===== src/hdl/sat_pkg.sv =====
// Shared types and constants for the segment address translator.
`timescale 1ns / 1ps
`default_nettype none

package sat_pkg;

   // fault codes, first failing check wins
   localparam logic [2:0] FLT_OK     = 3'd0;
   localparam logic [2:0] FLT_TABLE  = 3'd1;
   localparam logic [2:0] FLT_WRITE  = 3'd2;
   localparam logic [2:0] FLT_EXEC   = 3'd3;
   localparam logic [2:0] FLT_PRIV   = 3'd4;
   localparam logic [2:0] FLT_SEGLIM = 3'd5;

   // configuration register indexes
   localparam int CSR_INDEX_W = 2;
   localparam int CSR_DATA_W  = 32;
   localparam logic [CSR_INDEX_W-1:0] CSR_PROTECTED_MODE = 2'd0;
   localparam logic [CSR_INDEX_W-1:0] CSR_GDT_BASE       = 2'd1;
   localparam logic [CSR_INDEX_W-1:0] CSR_GDT_LIMIT      = 2'd2;

   // selector field positions
   localparam int SEL_TABLE_BIT = 2;

   // descriptor granularity scaling
   localparam int         GRAN_SHIFT = 12;
   localparam logic [11:0] GRAN_FILL = 12'hFFF;

   typedef struct packed {
      logic [15:0] selector;
      logic [31:0] offset;
      logic        is_write;
      logic [15:0] code_selector;
      logic [31:0] descriptor_low;
      logic [31:0] descriptor_high;
   } req_item_type;

   typedef struct packed {
      logic [31:0] linear_address;
      logic [31:0] entry_address;
      logic        local_table;
      logic [2:0]  fault_code;
   } rsp_item_type;

   typedef struct packed {
      logic        protected_mode;
      logic [31:0] gdt_base;
      logic [15:0] gdt_limit;
   } cfg_type;

endpackage

`default_nettype wire


===== src/hdl/sat_req_if.sv =====
// Request channel: valid/ready handshake carrying one translation item.
`timescale 1ns / 1ps
`default_nettype none

interface sat_req_if;
   logic                  valid;
   logic                  ready;
   sat_pkg::req_item_type payload;

   modport source (output valid, output payload, input ready);
   modport sink   (input valid, input payload, output ready);
endinterface

`default_nettype wire


===== src/hdl/sat_rsp_if.sv =====
// Response channel: valid/ready handshake carrying one translated item.
`timescale 1ns / 1ps
`default_nettype none

interface sat_rsp_if;
   logic                  valid;
   logic                  ready;
   sat_pkg::rsp_item_type payload;

   modport source (output valid, output payload, input ready);
   modport sink   (input valid, input payload, output ready);
endinterface

`default_nettype wire


===== src/hdl/sat_csr.sv =====
// Configuration registers: mode, table base and table limit.
`timescale 1ns / 1ps
`default_nettype none

module sat_csr (
   input  wire logic                             clock,
   input  wire logic                             reset,
   input  wire logic                             csr_we,
   input  wire logic [sat_pkg::CSR_INDEX_W-1:0]  csr_index,
   input  wire logic [sat_pkg::CSR_DATA_W-1:0]   csr_wdata,
   output sat_pkg::cfg_type                      cfg
);

   sat_pkg::cfg_type cfg_ff;
   sat_pkg::cfg_type cfg_in;

   // decode a write; unknown indexes are dropped
   always_comb begin
      cfg_in = cfg_ff;
      if (csr_we) begin
         case (csr_index)
            sat_pkg::CSR_PROTECTED_MODE: cfg_in.protected_mode = csr_wdata[0];
            sat_pkg::CSR_GDT_BASE:       cfg_in.gdt_base       = csr_wdata[31:0];
            sat_pkg::CSR_GDT_LIMIT:      cfg_in.gdt_limit      = csr_wdata[15:0];
            default:                     cfg_in = cfg_ff;
         endcase
      end
   end

   always_ff @(posedge clock) begin
      if (reset) begin
         cfg_ff <= '0;
      end else begin
         cfg_ff <= cfg_in;
      end
   end

   assign cfg = cfg_ff;

endmodule

`default_nettype wire


===== src/hdl/segment_address_translator.sv =====
// Segment address translator: three-stage pipeline from selector/offset to linear address.
// A taken request passes through the decode, compare/add and fault-select stage registers in that
// order before its response is valid.
// Throughput: one item per cycle; each stage advances when the stage after it is empty or
// moving, so a stalled response holds the pipeline without loss and bubbles are squeezed out.
// Reset clears all stage valid bits and the configuration registers (real mode, base 0,
// limit 0); there is no clearing pass and requests are taken in the first cycle after reset.
`timescale 1ns / 1ps
`default_nettype none

module segment_address_translator (
   input  wire logic                             clock,
   input  wire logic                             reset,
   sat_req_if.sink                               req_chan,
   sat_rsp_if.source                             rsp_chan,
   input  wire logic                             csr_we,
   input  wire logic [sat_pkg::CSR_INDEX_W-1:0]  csr_index,
   input  wire logic [sat_pkg::CSR_DATA_W-1:0]   csr_wdata
);

   sat_pkg::cfg_type cfg;

   sat_csr u_csr (
      .clock     (clock),
      .reset     (reset),
      .csr_we    (csr_we),
      .csr_index (csr_index),
      .csr_wdata (csr_wdata),
      .cfg       (cfg)
   );

   // stage enables, back to front
   logic s1_valid_ff, s2_valid_ff, s3_valid_ff;
   logic s1_valid_in, s2_valid_in, s3_valid_in;
   logic s1_en, s2_en, s3_en;

   assign s3_en = !s3_valid_ff || rsp_chan.ready;
   assign s2_en = !s2_valid_ff || s3_en;
   assign s1_en = !s1_valid_ff || s2_en;
   assign req_chan.ready = s1_en;

   assign s1_valid_in = s1_en ? req_chan.valid : s1_valid_ff;
   assign s2_valid_in = s2_en ? s1_valid_ff    : s2_valid_ff;
   assign s3_valid_in = s3_en ? s2_valid_ff    : s3_valid_ff;

   always_ff @(posedge clock) begin
      if (reset) begin
         s1_valid_ff <= 1'b0;
         s2_valid_ff <= 1'b0;
         s3_valid_ff <= 1'b0;
      end else begin
         s1_valid_ff <= s1_valid_in;
         s2_valid_ff <= s2_valid_in;
         s3_valid_ff <= s3_valid_in;
      end
   end

   // ---------------- stage 1: decode selector and descriptor ----------------
   sat_pkg::req_item_type req;
   logic [7:0]  acc_byte;
   logic [19:0] raw_limit;
   logic        desc_path;

   logic        s1_pm_ff, s1_pm_in;
   logic        s1_ltab_ff, s1_ltab_in;
   logic [31:0] s1_ent_ff, s1_ent_in;
   logic [31:0] s1_bound_ff, s1_bound_in;
   logic        s1_wr_ff, s1_wr_in;
   logic        s1_ex_ff, s1_ex_in;
   logic        s1_priv_ff, s1_priv_in;
   logic [31:0] s1_dbase_ff, s1_dbase_in;
   logic [31:0] s1_dlimit_ff, s1_dlimit_in;
   logic [31:0] s1_off_ff, s1_off_in;
   logic [15:0] s1_sel_ff, s1_sel_in;

   assign req = req_chan.payload;

   always_comb begin
      acc_byte   = req.descriptor_high[15:8];
      raw_limit  = {req.descriptor_high[19:16], req.descriptor_low[15:0]};
      s1_pm_in   = cfg.protected_mode;
      s1_ltab_in = cfg.protected_mode && req.selector[sat_pkg::SEL_TABLE_BIT];
      desc_path  = cfg.protected_mode && !req.selector[sat_pkg::SEL_TABLE_BIT];
      // descriptor location, zero outside the descriptor path
      s1_ent_in  = desc_path ? (cfg.gdt_base + {16'd0, req.selector[15:3], 3'd0}) : 32'd0;
      s1_bound_in = cfg.gdt_base + {16'd0, cfg.gdt_limit} + 32'd1;
      s1_wr_in   = req.is_write && !acc_byte[1];
      s1_ex_in   = (req.selector == req.code_selector) && !acc_byte[3];
      s1_priv_in = acc_byte[6:5] < req.selector[1:0];
      s1_dbase_in = {req.descriptor_high[31:24], req.descriptor_high[7:0],
                     req.descriptor_low[31:16]};
      // granularity bit scales the limit to 4 KiB units
      if (req.descriptor_high[23]) begin
         s1_dlimit_in = {raw_limit, sat_pkg::GRAN_FILL};
      end else begin
         s1_dlimit_in = {12'd0, raw_limit};
      end
      s1_off_in  = req.offset;
      s1_sel_in  = req.selector;
   end

   always_ff @(posedge clock) begin
      if (s1_en) begin
         s1_pm_ff     <= s1_pm_in;
         s1_ltab_ff   <= s1_ltab_in;
         s1_ent_ff    <= s1_ent_in;
         s1_bound_ff  <= s1_bound_in;
         s1_wr_ff     <= s1_wr_in;
         s1_ex_ff     <= s1_ex_in;
         s1_priv_ff   <= s1_priv_in;
         s1_dbase_ff  <= s1_dbase_in;
         s1_dlimit_ff <= s1_dlimit_in;
         s1_off_ff    <= s1_off_in;
         s1_sel_ff    <= s1_sel_in;
      end
   end

   // ---------------- stage 2: bound compares and address add ----------------
   logic        s2_pm_ff, s2_ltab_ff;
   logic [31:0] s2_ent_ff;
   logic        s2_tbl_ff, s2_tbl_in;
   logic        s2_wr_ff, s2_ex_ff, s2_priv_ff;
   logic        s2_seg_ff, s2_seg_in;
   logic [31:0] s2_sum_ff, s2_sum_in;

   always_comb begin
      s2_tbl_in = s1_ent_ff > s1_bound_ff;
      s2_seg_in = s1_off_ff > s1_dlimit_ff;
      // real mode uses selector times 16 as the base
      if (s1_pm_ff) begin
         s2_sum_in = s1_dbase_ff + s1_off_ff;
      end else begin
         s2_sum_in = {12'd0, s1_sel_ff, 4'd0} + s1_off_ff;
      end
   end

   always_ff @(posedge clock) begin
      if (s2_en) begin
         s2_pm_ff   <= s1_pm_ff;
         s2_ltab_ff <= s1_ltab_ff;
         s2_ent_ff  <= s1_ent_ff;
         s2_tbl_ff  <= s2_tbl_in;
         s2_wr_ff   <= s1_wr_ff;
         s2_ex_ff   <= s1_ex_ff;
         s2_priv_ff <= s1_priv_ff;
         s2_seg_ff  <= s2_seg_in;
         s2_sum_ff  <= s2_sum_in;
      end
   end

   // ---------------- stage 3: fault priority and result register ----------------
   sat_pkg::rsp_item_type s3_rsp_ff, s3_rsp_in;
   logic [2:0] flt;

   always_comb begin
      if (!s2_pm_ff || s2_ltab_ff) begin
         flt = sat_pkg::FLT_OK;
      end else if (s2_tbl_ff) begin
         flt = sat_pkg::FLT_TABLE;
      end else if (s2_wr_ff) begin
         flt = sat_pkg::FLT_WRITE;
      end else if (s2_ex_ff) begin
         flt = sat_pkg::FLT_EXEC;
      end else if (s2_priv_ff) begin
         flt = sat_pkg::FLT_PRIV;
      end else if (s2_seg_ff) begin
         flt = sat_pkg::FLT_SEGLIM;
      end else begin
         flt = sat_pkg::FLT_OK;
      end
      s3_rsp_in.fault_code     = flt;
      s3_rsp_in.local_table    = s2_ltab_ff;
      s3_rsp_in.entry_address  = s2_ent_ff;
      s3_rsp_in.linear_address = (s2_ltab_ff || flt != sat_pkg::FLT_OK) ? 32'd0 : s2_sum_ff;
   end

   always_ff @(posedge clock) begin
      if (s3_en) begin
         s3_rsp_ff <= s3_rsp_in;
      end
   end

   assign rsp_chan.valid   = s3_valid_ff;
   assign rsp_chan.payload = s3_rsp_ff;

   // ---------------- checks ----------------
   // an accepted item always lands in stage 1
   a_accept_lands: assert property (@(posedge clock) disable iff (reset)
      (req_chan.valid && req_chan.ready) |=> s1_valid_ff)
      else $error("accepted item did not reach stage 1");

   // fault codes stay within the defined set
   a_fault_range: assert property (@(posedge clock) disable iff (reset)
      s3_valid_ff |-> (s3_rsp_ff.fault_code <= sat_pkg::FLT_SEGLIM))
      else $error("fault code out of range");

   // a faulted or local-table item never carries an address
   a_fault_zero: assert property (@(posedge clock) disable iff (reset)
      (s3_valid_ff && (s3_rsp_ff.fault_code != sat_pkg::FLT_OK || s3_rsp_ff.local_table))
      |-> (s3_rsp_ff.linear_address == 32'd0))
      else $error("faulted item has nonzero linear address");

   // local-table items never report a fault or a descriptor location
   a_local_clean: assert property (@(posedge clock) disable iff (reset)
      (s3_valid_ff && s3_rsp_ff.local_table)
      |-> (s3_rsp_ff.fault_code == sat_pkg::FLT_OK && s3_rsp_ff.entry_address == 32'd0))
      else $error("local-table item carries fault or entry address");

endmodule

`default_nettype wire

===== src/flat_wrapper.sv =====
// flat-port wrapper written by rule: the top's interface ports become plain ports
module segment_address_translator_flat 
  (clock, reset, csr_we, csr_index, csr_wdata, req_chan_valid, req_chan_payload, req_chan_ready, rsp_chan_valid, rsp_chan_payload, rsp_chan_ready);
  sat_req_if req_chan_i ();
  sat_rsp_if rsp_chan_i ();
  input  wire logic clock;
  input  wire logic reset;
  input  wire logic csr_we;
  input  wire logic [sat_pkg::CSR_INDEX_W-1:0] csr_index;
  input  wire logic [sat_pkg::CSR_DATA_W-1:0] csr_wdata;
  input wire logic [$bits(req_chan_i.valid)-1:0] req_chan_valid;
  input wire logic [$bits(req_chan_i.payload)-1:0] req_chan_payload;
  output wire logic [$bits(req_chan_i.ready)-1:0] req_chan_ready;
  output wire logic [$bits(rsp_chan_i.valid)-1:0] rsp_chan_valid;
  output wire logic [$bits(rsp_chan_i.payload)-1:0] rsp_chan_payload;
  input wire logic [$bits(rsp_chan_i.ready)-1:0] rsp_chan_ready;
  assign req_chan_i.valid = req_chan_valid;
  assign req_chan_i.payload = req_chan_payload;
  assign req_chan_ready = req_chan_i.ready;
  assign rsp_chan_valid = rsp_chan_i.valid;
  assign rsp_chan_payload = rsp_chan_i.payload;
  assign rsp_chan_i.ready = rsp_chan_ready;
  segment_address_translator u_core (.clock(clock), .reset(reset), .req_chan(req_chan_i), .rsp_chan(rsp_chan_i), .csr_we(csr_we), .csr_index(csr_index), .csr_wdata(csr_wdata));
endmodule

===== config.mk =====
export PLATFORM = sky130hd
export DESIGN_NAME = segment_address_translator_flat
export DESIGN_NICKNAME = d
export VERILOG_FILES = /design/src/hdl/sat_pkg.sv /design/src/hdl/sat_req_if.sv /design/src/hdl/sat_rsp_if.sv /design/src/hdl/sat_csr.sv /design/src/hdl/segment_address_translator.sv /design/src/flat_wrapper.sv
export SDC_FILE = /design/constraint.sdc
export NUM_CORES = 1
export LEC_CHECK = 0
export ABC_AREA = 1
export BUFFER_PORTS_ARGS = -buffer_cell sky130_fd_sc_hd__buf_2
export CAP_MARGIN = 25
export CORE_UTILIZATION = 50
export CTS_BUF_LIST = sky130_fd_sc_hd__clkbuf_2 sky130_fd_sc_hd__clkbuf_4 sky130_fd_sc_hd__clkbuf_8
export DETAILED_ROUTE_END_ITERATION = 8
export GPL_ROUTABILITY_DRIVEN = 0
export HOLD_SLACK_MARGIN = 0.05
export PLACE_DENSITY = 0.67
export SYNTH_ARGS = -nofsm -noshare
export SYNTH_HDL_FRONTEND = slang
export SYNTH_SLANG_ARGS = --single-unit

===== constraint.sdc =====
create_clock -name clock -period 21 [get_ports clock]
set_input_delay 2.1 -clock clock [delete_from_list [all_inputs] [get_ports clock]]
set_output_delay 2.1 -clock clock [all_outputs]
set_load 0.02 [all_outputs]

---- Word level (Yosys, flattened, before mapping) ----
Index checks and enable logic that the tools add are counted.
cells by class
  order comparisons ....................... 3
  muxes and demuxes ....................... 8
  equality and inequality tests ........... 3
  reduce and logical (&&, ||, !) cells .... 21
  add/subtract/negate cells ............... 5
operators by type and width
  operator                 count
  $add A32 B16 Y32         2
  $gt A32 B32 Y1           2
  $add A20 B32 Y32         1
  $add A32 B1 Y32 const B  1
  $add A32 B32 Y32         1
  $mux W32                 1
  $mux W20                 1
  $mux W3                  6
  $eq A16 B16 Y1           1
  $logic_not A1 Y1         7
  $reduce_and A2 Y1        3
  $logic_or A1 B1 Y1       5
  $logic_and A1 B1 Y1      4
  $reduce_bool A3 Y1       1
  $eq A2 B1 Y1 const B     1
  $eq A2 B2 Y1 const B     1
  $logic_not A2 Y1         1
  $lt A2 B2 Y1             1
storage, ports and cells
  logic and storage cells ................. 72
  register bits ........................... 372

---- Longest topological paths before layout ----
  depth in word-level cells ............... 8
  gate-level depth with buffers ........... 13
  depth with buffers taken out ............ 13

---- By module ----
Synthesis repeated with hierarchy kept, for this count alone.
second synthesis, totals
  cells, all modules ...................... 2548
  area, all modules ....................... 21157.8 µm²
modules (own cells, without submodules)
  module                      cells an instance  instances  sequential area each (µm²)  area an instance (µm²)
  segment_address_translator  2234               1          9669.3                      19158.4
  sat_csr                     314                1          980.9                       1999.4

---- Least setup slack after synthesis ----
Ideal clock, no wire load.
  kind .................................... input-to-output
  start point ............................. input port rsp_chan_ready
  end point ............................... output port req_chan_ready
  data required time ...................... 18.900 ns
  setup slack ............................. 11.127 ns
  stages on the path ...................... 4
  arrival time ............................ 7.773 ns
  cell sequence ........................... inv_1 -> nand2_1 -> nor2_1 -> nand2_1
between the ends
  word-level cells in the longest chain between the ends .. 3
RTL lines
  element             RTL line                          text
  start, declared     flat_wrapper.sv:16                input wire logic [$bits(rsp_chan_i.ready)-1:0] rsp_chan_ready;
  $logic_or A1 B1 Y1  segment_address_translator.sv:37  assign s3_en = !s3_valid_ff || rsp_chan.ready;
  via u_core.s3_en    segment_address_translator.sv:35  logic s1_en, s2_en, s3_en;
  $logic_or A1 B1 Y1  segment_address_translator.sv:38  assign s2_en = !s2_valid_ff || s3_en;
  $logic_or A1 B1 Y1  segment_address_translator.sv:39  assign s1_en = !s1_valid_ff || s2_en;
  end, declared       flat_wrapper.sv:13                output wire logic [$bits(req_chan_i.ready)-1:0] req_chan_ready;
The timed path passes the listed nets, and every way through them passes these cells.

---- Final worst setup path ----
Ends and elaborated chain as after synthesis.

==> impl_metrics.json <==
{
  "layout_min_cycle_time_ns": 6.17,
  "area_growth_pct": 15.0,
  "critical_path_buf_inv_count": 3,
  "drt_pass1_iterations": 7,
  "yosysTopAreaCell": "edfxtp_1",
  "skew_ns": 0.0504,
  "numCtsBuffers": 66,
  "slowest_stage": "nand2_4",
  "ctsHoldBuffers": 0,
  "drt-initial-drc-count": 1069,
  "synth_nets": 2736,
  "netlist_area_um2": 20800,
  "synth_area_leaders": "edfxtp_1 46%, nand2_1 12%, ha_1 8.5%, inv_1 7.4%, dfxtp_1 5.0%",
  "synthAdderAreaFrac_pct": 8.87,
  "vias_per_cell": 5.22,
  "timing.fmax_ghz": 0.162,
  "synth-simple-area-share_pct": 22.4,
  "coreArea_um2": 40900,
  "yosys_register_bits": 372,
  "synth_ff_type": "edfxtp_1",
  "htree_levels": 3,
  "grt_pass1_vias": 16800,
  "setup_tns_ns": 0,
  "cts.sinks": 372,
  "final_cells": 3282,
  "synth_top_family_by_area": "simple AND/OR/NAND/NOR gates",
  "clk_pin_slew_ns": 0.06,
  "synthMuxAreaShare_pct": 0,
  "path_cells": "buf_2 > inv_1 > nand2_4 > nor2_1 > nand2_4 > buf_2",
  "rrSetupSlack_ns": 17.80,
  "cts_setup_buffers": 0,
  "die_h_um": 206,
  "synth-xor-area-share_pct": 1.73,
  "pwr_density_cell_nw_per_um2": 76.1,
  "synth_common_cells": "692 x nand2_1, 409 x inv_1, 320 x edfxtp_1",
  "drc": 0,
  "yosysSeqAreaShare_pct": 51.2,
  "postSynthAreaPerCell_um2": 8.58,
  "portBuffers": 230,
  "drive_gt1_share_pct": 13.7,
  "drv_cap": 0,
  "synth_compound_gate_area_share_pct": 7.65,
  "fin_nets": 3012,
  "rows": 74,
  "cts_tree": "done",
  "setup_viol": 0,
  "worstMarginPinSlew_ns": 1.01,
  "cp-end-kind": "output pin",
  "critPathKind": "in2out",
  "async_reset_ff_share_pct": 0,
  "die-area_um2": 42400,
  "power.total_uw": 1820,
  "fin_crit_sh_pct": 29.4,
  "num-fill-cells": 3679,
  "hold_path_class": "reg2reg",
  "grt_antenna_before_repair": 3,
  "dp.cells": 3163,
  "hold_ws_ns": 0.402,
  "cts_buffer_depth": 3,
  "track_usage_pct": 26.1,
  "critical-path-top-delay-family": "simple AND/OR/NAND/NOR gates",
  "dp_hpwl_um": 42000,
  "crit_path_start_kind": "input port",
  "start_util_pct": 50.8,
  "insertion_delay_ns": 0.65,
  "peakVddDrop_mv": 0.0550,
  "synth_cell_type_count": 43,
  "final_util_pct": 58.5,
  "critPathMaxFanout": 70,
  "ioPinCount": 238,
  "routed_wl_um": 54200,
  "ant_nets": 0,
  "critical_path_required_ns": 18.90,
  "synth_edf_count": 320,
  "wl_per_cell_um": 16.5,
  "synth_top_area_share_pct": 46.2,
  "grt_max_degree": 76,
  "yosysWarnings": 0,
  "die_x_um": 206,
  "cts-resized-gates": 0,
  "slew_headroom_pct": 32.8,
  "gr-total-overflow": 0,
  "drv_slew": 0,
  "yosysMostFrequentCell": "nand2_1",
  "grt_setup_unrepaired": "no",
  "cpPeakStageDelay_ns": 0.48,
  "p_leak_uw": 0.0119,
  "outcome": "complete, no violations",
  "vias": 17100,
  "syn_inst": 2423,
  "grt_pass1_wl_um": 84100,
  "arrival_ns": 4.07,
  "cts_root_buffer": "clkbuf_8",
  "hold_viol": 0
}
## path summary, 6_finish.rpt
check	depth (start not counted)	startpoint	to
worst min-delay path	0	u_core.s2_ent_ff[28]	u_core.rsp_chan.payload[32]
worst min register to register	0	u_core.s2_ent_ff[28]	u_core.rsp_chan.payload[32]
worst max register to register	4	u_core.rsp_chan.valid	u_core.s1_off_ff[2]
worst max-delay path	6	rsp_chan_ready	req_chan_ready
## cells by family after synthesis
| logic type | after synthesis |
|---|---|
| flip-flops | 372 |
| XOR/XNOR | 41 |
| AO/OA/AOI/OAI | 286 |
| AND/OR/NAND/NOR | 1133 |
| buffers and inverters | 446 |
| adder cells (fa/ha/maj) | 145 |
## cells in the final DEF (no fill, tap or decap), types with 68 or more instances in the layout
cell type | Yosys | routed
ha_1 | 141 | 141
a21oi_1 | 162 | 162
inv_1 | 409 | 408
clkbuf_8 | 0 | 68
nand2_1 | 692 | 690
edfxtp_1 | 320 | 320
buf_2 | 7 | 230
o21ai_0 | 74 | 74
nor2_1 | 213 | 213
nand3_1 | 146 | 146
## final cells by class
type	instances	area (um^2)	share of cell area, %
well taps	532	666	2.78
multi-input cells	1605	8460	35.4
clock buffers	85	1060	4.45
diodes	2	5.00	0.0209
flip-flops and latches	372	10700	44.5
inverters	417	1570	6.54
clock inverters	32	285	1.19
repair buffers	237	1220	5.12
## stage by stage
stage	setup WS, ns	area, um^2
floorplan	11.13	20800
CTS	14.72	23900
global placement	14.80	22500
detailed placement	14.73	22600
global route	14.59	23900
finish	14.83	23900
## report_power, final
| part | internal [uW] | leakage, uW | switching [uW] | total, uW |
|---|---|---|---|---|
| Combinational | 88.3 | 0.00714 | 167 | 255 |
| Sequential | 855 | 0.00404 | 25.0 | 880 |
| Clock | 384 | 0.000704 | 302 | 687 |
| Total | 1330 | 0.0119 | 494 | 1820 |
## worst register-to-register path, cell delays in order (launching register included)
cell	delay [ns]
dfxtp_1	0.33
nand2_4	0.68
nor2_1	0.23
nand2_4	0.63
buf_4	0.92
## flip-flops by register name (all words and copies together) (netlist names), 16 cells and up
register / flops
u_core.rsp_chan.payload: 68
u_core.s1_bound_ff: 32
u_core.s1_dbase_ff: 32
u_core.s1_dlimit_ff: 32
u_core.s1_ent_ff: 32
u_core.s1_off_ff: 32
u_core.s1_sel_ff: 16
u_core.s2_ent_ff: 32
u_core.s2_sum_ff: 32
u_core.u_csr.cfg: 49
## layer usage
metal	global-route usage, %	vias up	share of wire, %
met5	0	-	0
met2	47.8	627	50
met1	28.6	7835	38
met3	4.81	176	6.1
li1	-	8507	-
met4	13.5	0	5.0
(Power assumes the default switching activity.)
